`src/hdl/mlfls_pkg.sv`:
```
// Shared types and constants for the length-prefixed frame log splitter.
// Used by mlfls_core, mlfls_out_queue and the top level; no dependencies.
package mlfls_pkg;

	// Frame size cap, header included
	localparam int MAX_FRAME_BYTES = 4096;
	localparam int HEADER_BYTES    = 8;
	localparam int LIMIT_CAP       = MAX_FRAME_BYTES - HEADER_BYTES;

	// Configuration port
	localparam int CFG_IDX_W  = 1;
	localparam int CFG_DATA_W = 32;
	localparam int MAX_LEN_W  = 12;
	localparam logic [MAX_LEN_W-1:0] MAX_LEN_RESET = 12'd4088;

	localparam logic [CFG_IDX_W-1:0] REG_FRAME_MAGIC = 1'd0;
	localparam logic [CFG_IDX_W-1:0] REG_MAX_LEN     = 1'd1;

	// Error codes carried with each result
	localparam logic [1:0] ERR_NONE   = 2'd0;
	localparam logic [1:0] ERR_MAGIC  = 2'd1;
	localparam logic [1:0] ERR_LENGTH = 2'd2;

	// Delimiter characters
	localparam logic [7:0] CH_HASH = 8'h23;
	localparam logic [7:0] CH_AT   = 8'h40;

	// One byte can cause at most this many results
	localparam int BATCH_MAX = 4;

	typedef struct packed {
		logic [7:0] log_byte;
		logic       byte_valid;
		logic       end_of_log;
		logic [1:0] frame_error;
	} res_t;

	// Results caused by one input byte; cnt of zero means none
	typedef struct packed {
		res_t [BATCH_MAX-1:0] res;
		logic [2:0]           cnt;
	} batch_t;

endpackage

```
`src/hdl/magic_length_frame_log_splitter.sv`:
```
// Top level of the length-prefixed frame log splitter.
// Depends on mlfls_pkg, mlfls_core and mlfls_out_queue.
//
// Usage:
//   The slave side takes the received stream, one byte per beat on s_tdata.
//   Each frame is a 4-byte magic word, a 4-byte little-endian length, then
//   the payload. The master side gives log results, one per beat: a log
//   byte, an end-of-log mark on tlast, an error code and a mark on the
//   last result that a given input byte caused.
//   Configuration (frame_magic at index 0, max_payload_len at index 1) is
//   written through cfg_we/cfg_index/cfg_wdata while the block is idle.
//   Results of a byte are registered in the queue before reaching the
//   master side. Throughput: one input byte per cycle while s_tready is
//   high; a byte causes zero to four results, sent at one per cycle while
//   m_tready is high from a two-batch queue, so s_tready drops only while
//   two batches are waiting. When the receiver stalls, the queue holds its
//   results and keeps taking bytes until both batch slots are full.
//   Reset clears the frame state and queue and restores max_payload_len to
//   4088 and frame_magic to zero; the block then hunts for a header.
module magic_length_frame_log_splitter (
	input  logic                              clk,
	input  logic                              arst_n,
	input  logic                              cfg_we,
	input  logic [mlfls_pkg::CFG_IDX_W-1:0]   cfg_index,
	input  logic [mlfls_pkg::CFG_DATA_W-1:0]  cfg_wdata,
	input  logic                              s_tvalid,
	output logic                              s_tready,
	input  logic [7:0]                        s_tdata,   // [7:0] data_byte
	output logic                              m_tvalid,
	input  logic                              m_tready,
	output logic [15:0]                       m_tdata,   // [7:0] log_byte, [8] last_result
	output logic [2:0]                        m_tuser,   // [0] byte_valid, [2:1] frame_error
	output logic                              m_tlast    // end_of_log
);
	import mlfls_pkg::*;

	logic   accept;
	logic   space;
	batch_t batch;

	// Accept a beat whenever a batch slot is free
	assign s_tready = space;
	assign accept   = s_tvalid && space;

	mlfls_core u_core (
		.clk       (clk),
		.arst_n    (arst_n),
		.cfg_we    (cfg_we),
		.cfg_index (cfg_index),
		.cfg_wdata (cfg_wdata),
		.in_accept (accept),
		.in_byte   (s_tdata),
		.batch     (batch)
	);

	mlfls_out_queue u_queue (
		.clk      (clk),
		.arst_n   (arst_n),
		.push     (accept && (batch.cnt != 3'd0)),
		.batch    (batch),
		.space    (space),
		.m_tvalid (m_tvalid),
		.m_tready (m_tready),
		.m_tdata  (m_tdata),
		.m_tuser  (m_tuser),
		.m_tlast  (m_tlast)
	);

endmodule

```
`src/hdl/mlfls_core.sv`:
```
// Deframer core: configuration registers, header/payload state, and the
// per-byte logic that builds the batch of results. Depends on mlfls_pkg.
module mlfls_core (
	input  logic                              clk,
	input  logic                              arst_n,
	input  logic                              cfg_we,
	input  logic [mlfls_pkg::CFG_IDX_W-1:0]   cfg_index,
	input  logic [mlfls_pkg::CFG_DATA_W-1:0]  cfg_wdata,
	input  logic                              in_accept,
	input  logic [7:0]                        in_byte,
	output mlfls_pkg::batch_t                 batch
);
	import mlfls_pkg::*;

	localparam logic [1:0] PH_MAGIC   = 2'd0;
	localparam logic [1:0] PH_LEN     = 2'd1;
	localparam logic [1:0] PH_PAYLOAD = 2'd2;

	logic [31:0]          magic_q;
	logic [MAX_LEN_W-1:0] max_len_q;

	logic [1:0]  phase_q, phase_n;
	logic [2:0]  hcount_q, hcount_n;
	logic [31:0] hshift_q, hshift_n;
	logic [12:0] remain_q, remain_n;
	logic [1:0]  dmatch_q, dmatch_n;
	logic [7:0]  held0_q, held0_n, held1_q, held1_n;
	logic        past_q, past_n;
	logic        zseen_q, zseen_n;
	logic [31:0] limit;

	function automatic batch_t put_res(batch_t b, logic [7:0] data, logic valid,
		logic eol, logic [1:0] err);
		batch_t r;
		r = b;
		r.res[b.cnt[1:0]].log_byte    = data;
		r.res[b.cnt[1:0]].byte_valid  = valid;
		r.res[b.cnt[1:0]].end_of_log  = eol;
		r.res[b.cnt[1:0]].frame_error = err;
		r.cnt = b.cnt + 3'd1;
		return r;
	endfunction

	// Emit held partial-delimiter bytes, optionally closing the segment
	function automatic batch_t flush_held(batch_t b, logic [1:0] dm, logic [7:0] h0,
		logic [7:0] h1, logic past, logic mark_end);
		batch_t     r;
		logic [1:0] k;
		r = b;
		k = (dm == 2'd3) ? 2'd2 : dm;
		if (past) begin
			if (k != 2'd0)
				r = put_res(r, h0, 1'b1, mark_end && (k == 2'd1), ERR_NONE);
			if (k == 2'd2)
				r = put_res(r, h1, 1'b1, mark_end, ERR_NONE);
			if (mark_end && (k == 2'd0))
				r = put_res(r, 8'd0, 1'b0, 1'b1, ERR_NONE);
		end
		return r;
	endfunction

	// Effective length limit: configured value capped at the frame size less the header
	assign limit = ({20'd0, max_len_q} > 32'(LIMIT_CAP)) ? 32'(LIMIT_CAP)
		: {20'd0, max_len_q};

	// Configuration writes
	always_ff @(posedge clk or negedge arst_n) begin
		if (!arst_n) begin
			magic_q   <= '0;
			max_len_q <= MAX_LEN_RESET;
		end else if (cfg_we) begin
			unique case (cfg_index)
				REG_FRAME_MAGIC: magic_q   <= cfg_wdata;
				REG_MAX_LEN:     max_len_q <= cfg_wdata[MAX_LEN_W-1:0];
				default: ;
			endcase
		end
	end

	// Per-byte next state and results
	always_comb begin : step
		logic [1:0] k;
		logic [7:0] dch;
		logic       start;
		batch_t     b;
		b        = '0;
		start    = 1'b0;
		k        = 2'd0;
		dch      = CH_HASH;
		phase_n  = phase_q;
		hcount_n = hcount_q;
		hshift_n = hshift_q;
		remain_n = remain_q;
		dmatch_n = dmatch_q;
		held0_n  = held0_q;
		held1_n  = held1_q;
		past_n   = past_q;
		zseen_n  = zseen_q;

		if (phase_q == PH_PAYLOAD) begin
			if (!zseen_q) begin
				if (in_byte == 8'd0) begin
					b        = flush_held(b, dmatch_n, held0_n, held1_n, past_n, 1'b1);
					dmatch_n = 2'd0;
					zseen_n  = 1'b1;
				end else begin
					k        = (dmatch_n == 2'd3) ? 2'd0 : dmatch_n;
					dmatch_n = k;
					dch      = (k == 2'd1) ? CH_AT : CH_HASH;
					if (in_byte == dch) begin
						if (k == 2'd2) begin
							if (past_n)
								b = put_res(b, 8'd0, 1'b0, 1'b1, ERR_NONE);
							past_n   = 1'b1;
							dmatch_n = 2'd0;
						end else begin
							if (k == 2'd0)
								held0_n = in_byte;
							else
								held1_n = in_byte;
							dmatch_n = k + 2'd1;
						end
					end else begin
						b        = flush_held(b, dmatch_n, held0_n, held1_n, past_n, 1'b0);
						dmatch_n = 2'd0;
						if (in_byte == CH_HASH) begin
							held0_n  = in_byte;
							dmatch_n = 2'd1;
						end else if (past_n) begin
							b = put_res(b, in_byte, 1'b1, 1'b0, ERR_NONE);
						end
					end
				end
			end
			remain_n = remain_q - 13'd1;
			if (remain_n == 13'd0) begin
				if (!zseen_n)
					b = flush_held(b, dmatch_n, held0_n, held1_n, past_n, 1'b1);
				phase_n = PH_MAGIC;
				start   = 1'b1;
			end
		end else begin
			phase_n  = (phase_q == PH_LEN) ? PH_LEN : PH_MAGIC;
			hshift_n = {in_byte, hshift_q[31:8]};
			hcount_n = hcount_q + 3'd1;
			if (hcount_n[2]) begin
				hcount_n = 3'd0;
				hshift_n = '0;
				if (phase_n == PH_MAGIC) begin
					if ({in_byte, hshift_q[31:8]} == magic_q) begin
						phase_n = PH_LEN;
					end else begin
						b     = put_res(b, 8'd0, 1'b0, 1'b0, ERR_MAGIC);
						start = 1'b1;
					end
				end else begin
					if ({in_byte, hshift_q[31:8]} > limit) begin
						b       = put_res(b, 8'd0, 1'b0, 1'b0, ERR_LENGTH);
						phase_n = PH_MAGIC;
						start   = 1'b1;
					end else if ({in_byte, hshift_q[31:8]} == 32'd0) begin
						phase_n = PH_MAGIC;
						start   = 1'b1;
					end else begin
						start    = 1'b1;
						remain_n = hshift_q[20:8];
						phase_n  = PH_PAYLOAD;
					end
				end
			end
		end

		// Clear per-frame state
		if (start) begin
			hcount_n = 3'd0;
			hshift_n = '0;
			dmatch_n = 2'd0;
			held0_n  = 8'd0;
			held1_n  = 8'd0;
			past_n   = 1'b0;
			zseen_n  = 1'b0;
		end
		batch = b;
	end

	// Advance state on each accepted beat
	always_ff @(posedge clk or negedge arst_n) begin
		if (!arst_n) begin
			phase_q  <= PH_MAGIC;
			hcount_q <= '0;
			hshift_q <= '0;
			remain_q <= '0;
			dmatch_q <= '0;
			held0_q  <= '0;
			held1_q  <= '0;
			past_q   <= 1'b0;
			zseen_q  <= 1'b0;
		end else if (in_accept) begin
			phase_q  <= phase_n;
			hcount_q <= hcount_n;
			hshift_q <= hshift_n;
			remain_q <= remain_n;
			dmatch_q <= dmatch_n;
			held0_q  <= held0_n;
			held1_q  <= held1_n;
			past_q   <= past_n;
			zseen_q  <= zseen_n;
		end
	end

endmodule

```
`src/hdl/mlfls_out_queue.sv`:
```
// Two-entry result batch queue with a serializer that sends one result
// per output beat. Depends on mlfls_pkg.
module mlfls_out_queue (
	input  logic              clk,
	input  logic              arst_n,
	input  logic              push,
	input  mlfls_pkg::batch_t batch,
	output logic              space,
	output logic              m_tvalid,
	input  logic              m_tready,
	output logic [15:0]       m_tdata,   // [7:0] log_byte, [8] last_result
	output logic [2:0]        m_tuser,   // [0] byte_valid, [2:1] frame_error
	output logic              m_tlast
);
	import mlfls_pkg::*;

	batch_t     ent_q [2];
	logic [1:0] count_q;
	logic       rd_ptr_q;
	logic [1:0] idx_q;
	logic       wr_ptr;
	batch_t     head;
	res_t       cur;
	logic       last;
	logic       beat;
	logic       pop;

	assign space    = (count_q != 2'd2);
	assign wr_ptr   = rd_ptr_q ^ count_q[0];
	assign head     = ent_q[rd_ptr_q];
	assign cur      = head.res[idx_q];
	assign last     = (({1'b0, idx_q} + 3'd1) == head.cnt);
	assign m_tvalid = (count_q != 2'd0);
	assign beat     = m_tvalid && m_tready;
	assign pop      = beat && last;

	assign m_tdata = {7'd0, last, cur.log_byte};
	assign m_tuser = {cur.frame_error, cur.byte_valid};
	assign m_tlast = cur.end_of_log;

	// Store incoming batch
	always_ff @(posedge clk) begin
		if (push)
			ent_q[wr_ptr] <= batch;
	end

	// Track fill level and position inside the head batch
	always_ff @(posedge clk or negedge arst_n) begin
		if (!arst_n) begin
			count_q  <= '0;
			rd_ptr_q <= 1'b0;
			idx_q    <= '0;
		end else begin
			count_q <= count_q + {1'b0, push} - {1'b0, pop};
			if (pop) begin
				rd_ptr_q <= ~rd_ptr_q;
				idx_q    <= '0;
			end else if (beat) begin
				idx_q <= idx_q + 2'd1;
			end
		end
	end

endmodule
```
`config.mk`:
```
export PLATFORM = sky130hd
export DESIGN_NAME = magic_length_frame_log_splitter
export DESIGN_NICKNAME = d
export VERILOG_FILES = /design/src/hdl/mlfls_pkg.sv /design/src/hdl/magic_length_frame_log_splitter.sv /design/src/hdl/mlfls_core.sv /design/src/hdl/mlfls_out_queue.sv
export SDC_FILE = /design/constraint.sdc
export NUM_CORES = 1
export LEC_CHECK = 0
export BUFFER_PORTS_ARGS = -buffer_cell sky130_fd_sc_hd__clkbuf_2
export CAP_MARGIN = 20
export CORE_MARGIN = 5
export CORE_UTILIZATION = 60
export CTS_CLUSTER_DIAMETER = 150
export DETAILED_ROUTE_END_ITERATION = 10
export PLACE_DENSITY = 0.79
export SETUP_SLACK_MARGIN = 0.05
export SYNTH_ARGS = -nofsm -noshare
export SYNTH_HDL_FRONTEND = slang
export SYNTH_SLANG_ARGS = --single-unit
```
`constraint.sdc`:
```
create_clock -name clk -period 10.2 [get_ports clk]
set_clock_uncertainty 0.2 [all_clocks]
set_input_delay 1.53 -clock clk [delete_from_list [all_inputs] [get_ports clk]]
set_output_delay 1.53 -clock clk [all_outputs]
set_load 0.02 [all_outputs]
```
# [After elaboration in Yosys (flattened, before gate mapping)]
# Memories as Yosys holds them, arrays and structs flattened.
# Index checks and enable logic that the tools add are counted.
[word_totals] ff_bits=119 mem_bits_rw=102 inputBits=46 out_inout_bits=22 word_cells=311 memories=1
[mem_list] memory="u_queue.ent_q" words=2 word_bits=51 rd=1 rd_clocked_by_memory_dff=0 write_ports=1 line_no="mlfls_out_queue.sv:17" rtl="batch_t ent_q [2];"
[op_classes] n_addsub=14 n_lt_le_gt_ge=17 eq_ne=22 mux=208 bitwise=3 reduce_logical=32
[ops] cell="2-to-1 mux 51 bit" count=46
[ops] cell="bitwise mux 48 bit" count=28
[ops] cell="demux 12 bit (select 2 bit)" count=28
[ops] cell="2-to-1 mux 8 bit" count=17
[ops] cell="2-to-1 mux 12 bit" count=9
[ops] cell="2-to-1 mux 32 bit" count=3
[ops] cell="2-to-1 mux 13 bit" count=5
[ops] cell="2-to-1 mux 2 bit" count=28
[ops] cell="equality test 32 bit" count=1
[ops] cell="greater-than comparator 32 bit" count=1
[ops] cell="logical NOT 32 bit" count=1
[ops] cell="2-to-1 mux 4 bit" count=8
[ops] cell="2-to-1 mux 15 bit" count=2
[ops] cell="2-to-1 mux 3 bit" count=9
[ops] cell="adder 3 x 1 -> 3 bit (second input constant)" count=8
[ops] cell="binary-select mux 12 bit (select 2 bit)" count=1
[ops] cell="less-than comparator 2 x 3 -> 1 bit (second input constant)" count=8
[ops] cell="2-to-1 mux 1 bit" count=21
[ops] cell="equality test 2 bit (second input constant)" count=8
[ops] cell="greater-or-equal comparator 2 x 1 -> 1 bit (second input constant)" count=7
[ops] cell="nonzero test 2 bit" count=7
[ops] cell="logical NOT 13 bit" count=1
[ops] cell="subtractor 13 x 1 -> 13 bit (second input constant)" count=1
[ops] cell="greater-than comparator 12 bit (second input constant)" count=1
[ops] cell="21 further kinds" count=47

# [Logic depth before layout (Yosys ltp)]
[logic_depth] depth_word=82 mapped_depth=28 mapped_depth_nobuf=28

# [By module]
# A second synthesis with hierarchy kept.
[unflattened] hier_cells=1081 area_unflattened_um2=12184.2
[by_module_without_submodules] mod="mlfls_core" instances=1 cells_each=890 area_each_um2=7978.9 seq_area_each_um2=2638.8
[by_module_without_submodules] mod="mlfls_out_queue" instances=1 cells_each=189 area_each_um2=4189.0 seq_area_each_um2=3188.1
[by_module_without_submodules] mod="magic_length_frame_log_splitter" instances=1 cells_each=2 area_each_um2=16.3 seq_area_each_um2=0.0

# [Worst setup path after synthesis]
# Ideal clock, no wire load.
[synth_path] path_kind="input to register" start="input s_tdata[7]" end="memory u_queue.ent_q[1][0] in the netlist's numbering, enable pin" setup_ns=0.515 arrival_time_ns=8.132 required_ns=9.485 path_slack_ns=1.353 stages=23 path_buffers=3 path_cell_list="buf_4 -> nor4_4 -> buf_2 -> nand2_1 -> buf_2 -> nor3_2 -> a21o_1 -> nand2_1 -> inv_1 -> ha_1 -> inv_1 -> nand2_1 -> o21ai_0 -> ha_1 -> nor2_1 -> a21oi_1 -> ha_1 -> and2_1 -> nand2_1 -> nand2_1 -> xnor2_1 -> a311oi_2 -> a211oi_1"
[synth_via] elab_chain_cells=30 elab_cells_between_ends=53 classes_between="add/sub (3); order compare (1); eq/ne (5); mux (39); reduce/logical (5)"
[synth_rtl] item="start, declared" line_no="magic_length_frame_log_splitter.sv:28" rtl="input logic [7:0] s_tdata,"
[synth_rtl] item="equality test 8 x 6 -> 1 bit" line_no="mlfls_core.sv:126" rtl="if (in_byte == CH_HASH) begin"
[synth_rtl] item="2-to-1 mux 1 bit" line_no="mlfls_core.sv:126"
[synth_rtl] item="2-to-1 mux 2 bit" line_no="mlfls_core.sv:110" rtl="if (in_byte == dch) begin"
[synth_rtl] item="2-to-1 mux 2 bit" line_no="mlfls_core.sv:102" rtl="if (in_byte == 8'd0) begin"
[synth_rtl] item="2-to-1 mux 2 bit" line_no="mlfls_core.sv:101" rtl="if (!zseen_q) begin"
[synth_rtl] item="2-to-1 mux 2 bit" line_no="mlfls_core.sv:100" rtl="if (phase_q == PH_PAYLOAD) begin"
[synth_rtl] item="equality test 2 bit" line_no="mlfls_core.sv:50" rtl="k = (dm == 2'd3) ? 2'd2 : dm;"
[synth_rtl] item="2-to-1 mux 2 bit" line_no="mlfls_core.sv:50"
[synth_rtl] item="[14 not listed]"
[synth_rtl] item="2-to-1 mux 51 bit" line_no="mlfls_core.sv:51" rtl="if (past) begin"
[synth_rtl] item="2-to-1 mux 51 bit" line_no="mlfls_core.sv:137" rtl="if (!zseen_n)"
[synth_rtl] item="2-to-1 mux 51 bit" line_no="mlfls_core.sv:136" rtl="if (remain_n == 13'd0) begin"
[synth_rtl] item="2-to-1 mux 51 bit *" line_no="mlfls_core.sv:100"
[synth_rtl] item="nonzero test 3 bit *" line_no="magic_length_frame_log_splitter.sv:59" rtl=".push (accept && (batch.cnt != 3'd0)),"
[synth_rtl] item="logical AND 1 bit *" line_no="magic_length_frame_log_splitter.sv:59"
[synth_rtl] item="2-to-1 mux 1 bit *" line_no="mlfls_out_queue.sv:43" rtl="if (push)"
[synth_rtl] item="2-to-1 mux 1 bit (implied by the code) *" line_no="mlfls_out_queue.sv:44" rtl="ent_q[wr_ptr] <= batch;"
[synth_rtl] item="end, declared" line_no="mlfls_out_queue.sv:17"
# Every way passes the cells marked *; elsewhere a longest branch is shown, timed or not. The select of a mux whose other input is x is not followed.

# [Worst setup path in the final report]
[layout_path] start="input s_tdata[4]" end="register u_queue.count_q[1]"
[layout_via] elab_chain_cells=30 elab_cells_between_ends=53 classes_between="add/sub (5); order compare (1); eq/ne (5); mux (37); reduce/logical (5)"
[layout_rtl] item="equality test 8 x 6 -> 1 bit" line_no="mlfls_core.sv:126"
[layout_rtl] item="2-to-1 mux 1 bit" line_no="mlfls_core.sv:126"
[layout_rtl] item="2-to-1 mux 2 bit" line_no="mlfls_core.sv:110"
[layout_rtl] item="2-to-1 mux 2 bit" line_no="mlfls_core.sv:102"
[layout_rtl] item="2-to-1 mux 2 bit" line_no="mlfls_core.sv:101"
[layout_rtl] item="2-to-1 mux 2 bit" line_no="mlfls_core.sv:100"
[layout_rtl] item="equality test 2 bit" line_no="mlfls_core.sv:50"
[layout_rtl] item="2-to-1 mux 2 bit" line_no="mlfls_core.sv:50"
[layout_rtl] item="[14 not listed]"
[layout_rtl] item="2-to-1 mux 51 bit" line_no="mlfls_core.sv:51"
[layout_rtl] item="2-to-1 mux 51 bit" line_no="mlfls_core.sv:137"
[layout_rtl] item="2-to-1 mux 51 bit" line_no="mlfls_core.sv:136"
[layout_rtl] item="2-to-1 mux 51 bit *" line_no="mlfls_core.sv:100"
[layout_rtl] item="nonzero test 3 bit *" line_no="magic_length_frame_log_splitter.sv:59"
[layout_rtl] item="logical AND 1 bit *" line_no="magic_length_frame_log_splitter.sv:59"
[layout_rtl] item="adder 2 x 1 -> 2 bit *" line_no="mlfls_out_queue.sv:54" rtl="count_q <= count_q + {1'b0, push} - {1'b0, pop};"
[layout_rtl] item="subtractor 2 x 1 -> 2 bit *" line_no="mlfls_out_queue.sv:54"
[layout_rtl] item="end signal, assigned" line_no="mlfls_out_queue.sv:54"
[layout_rtl] item="end, declared" line_no="mlfls_out_queue.sv:18" rtl="logic [1:0] count_q;"
# Marks and branches as above.
# A chain may end at the register's enable or synchronous reset.

==> out/results.ini <==
[floorplanning]
die_w_um = 149.5
num_rows = 51
start_util_pct = 60.38
die-area_sq_um = 22350
ios = 68
coreArea_sq_um = 19330
die_y_um = 149.5

[worst_setup_path]
timing.rr.end = u_queue.count_q[1]$_DFF_PN0_
r2r-start = u_core.dmatch_q[1]$_DFFE_PN0P_
startpoint_type = input pin
path_class = input pin to flop
r2r_setup_slack_ps = 4230
endpoint_kind = flop
reg2regPathDepth = 20
required_ps = 10360
arrival_ps = 6930
cp_max_fo = 12

[power]
p_leak_uw = 0.004677
peakVddDrop_v = 0.0001235
power_density_nw_per_um2 = 204.0

[clock_tree]
cts_tree = yes
hold_buffers = 0
post_cts_buffers = 0
htreeDepth = 4
cts_resized = 0
clkTransAtPathRegs_ps = 70
clockRootBuffer = clkbuf_16
cts.path.max_buffers = 2
clock-sinks = 200
numCtsBuffers = 17
clock_latency_ps = 440

[global_route]
antenna_found_initial = 0
met3_usage_pct = 7.662
use_met1_pct = 45.82
grt_most_used_layer = met1
grt_overflow = 0
gr-usage-met2_pct = 43.28
grt_pass1_wl_um = 51650
grt_util_all_layers_pct = 30.16
grt_max_degree = 73
grt_pass1_vias = 8944

[timing]
drv_slew = 0
hold_violations = 0
period_share_pct = 66.36
slew_headroom_pct = 26.76
rsz0062_at_grt = false
fin_tns_setup_ps = 0
setup_viol_count_final = 0
period_minus_slack_ps = 6769
tightest_slew_ps = 1099
hold_ws_ps = 304.2
fmax_ghz = 0.1477

[logic_synthesis]
yosys_warnings = 0
synth-main-ff-cell = dfrtp_1
syn_inst = 1093
synth_seq_cells = 200
synth.avg_cell_area_sq_um = 10.68
netlist-cell-type-count = 80
async_reset_ff_share_pct = 55.00
yosysSeqAreaShare_pct = 46.83
netlist_area_sq_um = 11670
synth_edf_count = 90

[placed_design]
dpl.hpwl_um = 23640
dpl_cell_area_sq_um = 12080
gp_congestion = 0.9907
io_buffers = 60

[routing]
first_pass_iters = 6
routed_via_density = 6.676
drtAntennaViolNets = 0
routedWlPerCell_um = 23.57
vias = 9306
wl_um = 32850
drc_errors = 0
drtIter0Drc = 1179

[run_status]
status = finished, final reports clean

[min_path]
hold_depth = 1
hold_class = flop to flop
whs_endpoint = u_queue.count_q[1]$_DFF_PN0_
hp-start = u_queue.count_q[1]$_DFF_PN0_

[finish]
final_cell_mix = nand2_1 (114), dfrtp_1 (101), edfxtp_1 (90)
antennaDiodeCount = 0
nets = 1204
drive_gt1_share_pct = 19.04
finalInstanceArea_sq_um = 12690
fillers = 1487
mostFrequentLayoutCell = nand2_1
area_delta_synth_final_pct = 8.714

[flow_run]
drv_cap = 0

critical path, cell delays in order:
cell and delay (ps):
clkbuf_2 230, nor4_4 640, nand2_1 480, nor3_2 380, a21o_1 120, nand2_1 140
inv_1 130, ha_1 230, inv_1 80, nand2_1 50, o21ai_0 170, ha_1 310
nor2_1 150, a21oi_1 100, ha_1 330, mux2i_1 140, a211oi_1 80, o21ai_0 700
a21o_1 200, ha_1 220, inv_1 60, ha_1 150, xnor2_1 130, xnor2_1 140
per-stage QoR:
step / std cells / power [uW] / util, % / worst slack, ps
after CTS: 1393 / 2582 / 65.50 / 3588
after global placement: 1361 / 1895 / 62.48 / 3233
after detailed placement: 1361 / 1915 / 62.48 / 3176
after floorplan: 1099 / 1685 / - / 1353
after global routing: 1394 / 2714 / 65.64 / 3115
final: 1394 / 2589 / 65.64 / 3431
how the worst max path moves through the flow:
stage	from	to	slack, ps	cells after the start
after global routing	s_tdata[4]	u_queue.count_q[1]$_DFF_PN0_	3120	24
after floorplan	s_tdata[7]	u_queue.ent_q[1][0]$_DFFE_PP_	1350	23
after CTS	s_tdata[4]	u_queue.count_q[1]$_DFF_PN0_	3590	24
final	s_tdata[4]	u_queue.count_q[1]$_DFF_PN0_	3430	24
after global placement	s_tdata[4]	u_queue.ent_q[1][7]$_DFFE_PP_	3230	22
after detailed placement	s_tdata[4]	u_queue.count_q[1]$_DFF_PN0_	3180	24
sequential cells by signal (all words and copies together) (netlist names), 8 cells and up:
name and count:
u_core.held0_q 8, u_core.held1_q 8, u_core.hshift_q 24, u_core.magic_q 32
u_core.max_len_q 12, u_core.remain_q 13, u_queue.ent_q 90
logic make-up after synthesis:
| kind of cell | synth area share (%) |
|---|---|
| adders and majority gates | 4.502 |
| AOI/OAI and AO/OA | 17.47 |
| buffers and inverters | 4.362 |
| other | 0.03212 |
| muxes | 9.775 |
| and+or+nand+nor | 13.65 |
| DFF | 46.83 |
| xor gates and xnor gates | 3.376 |
layer usage:
layer | vias to the layer above | wire length [um]
li1 | 4151 | -
met1 | 4579 | 14860
met2 | 507 | 14030
met3 | 69 | 3202
met4 | 0 | 758
met5 | - | 0
synthesized netlist by cell type (21+ instances only):
cell	number	area share, %
nand2_1	114	3.7
dfrtp_1	101	22
edfxtp_1	90	23
a21oi_1	79	3.4
mux2_2	56	5.4
o21ai_0	48	2.1
ha_1	42	4.5
xnor2_1	42	3.2
nor2_1	40	1.3
clkbuf_1	37	1.2
inv_1	33	1.1
a22o_1	28	2.1
nand4_1	25	1.3
nand3_1	23	0.99
and2_1	21	1.1
nor3_1	21	0.90
report_power, final:
group | internal [uW] | total, uW | switching, uW
combinational | 355 | 767 | 413
clock | 339 | 670 | 331
sequential | 986 | 1150 | 166
total | 1680 | 2590 | 910
layout make-up:
class / count / area (sq um) / share of cell area [%]
Multi-Input combinational cell: 789 / 5754 / 45.34
Clock inverter: 13 / 128.9 / 1.015
Sequential cell: 200 / 5466 / 43.07
Tap cell: 265 / 331.6 / 2.613
Timing Repair Buffer: 74 / 427.9 / 3.372
Clock buffer: 19 / 454.2 / 3.579
Inverter: 34 / 127.6 / 1.006
Power figures use the tool's default switching activity.
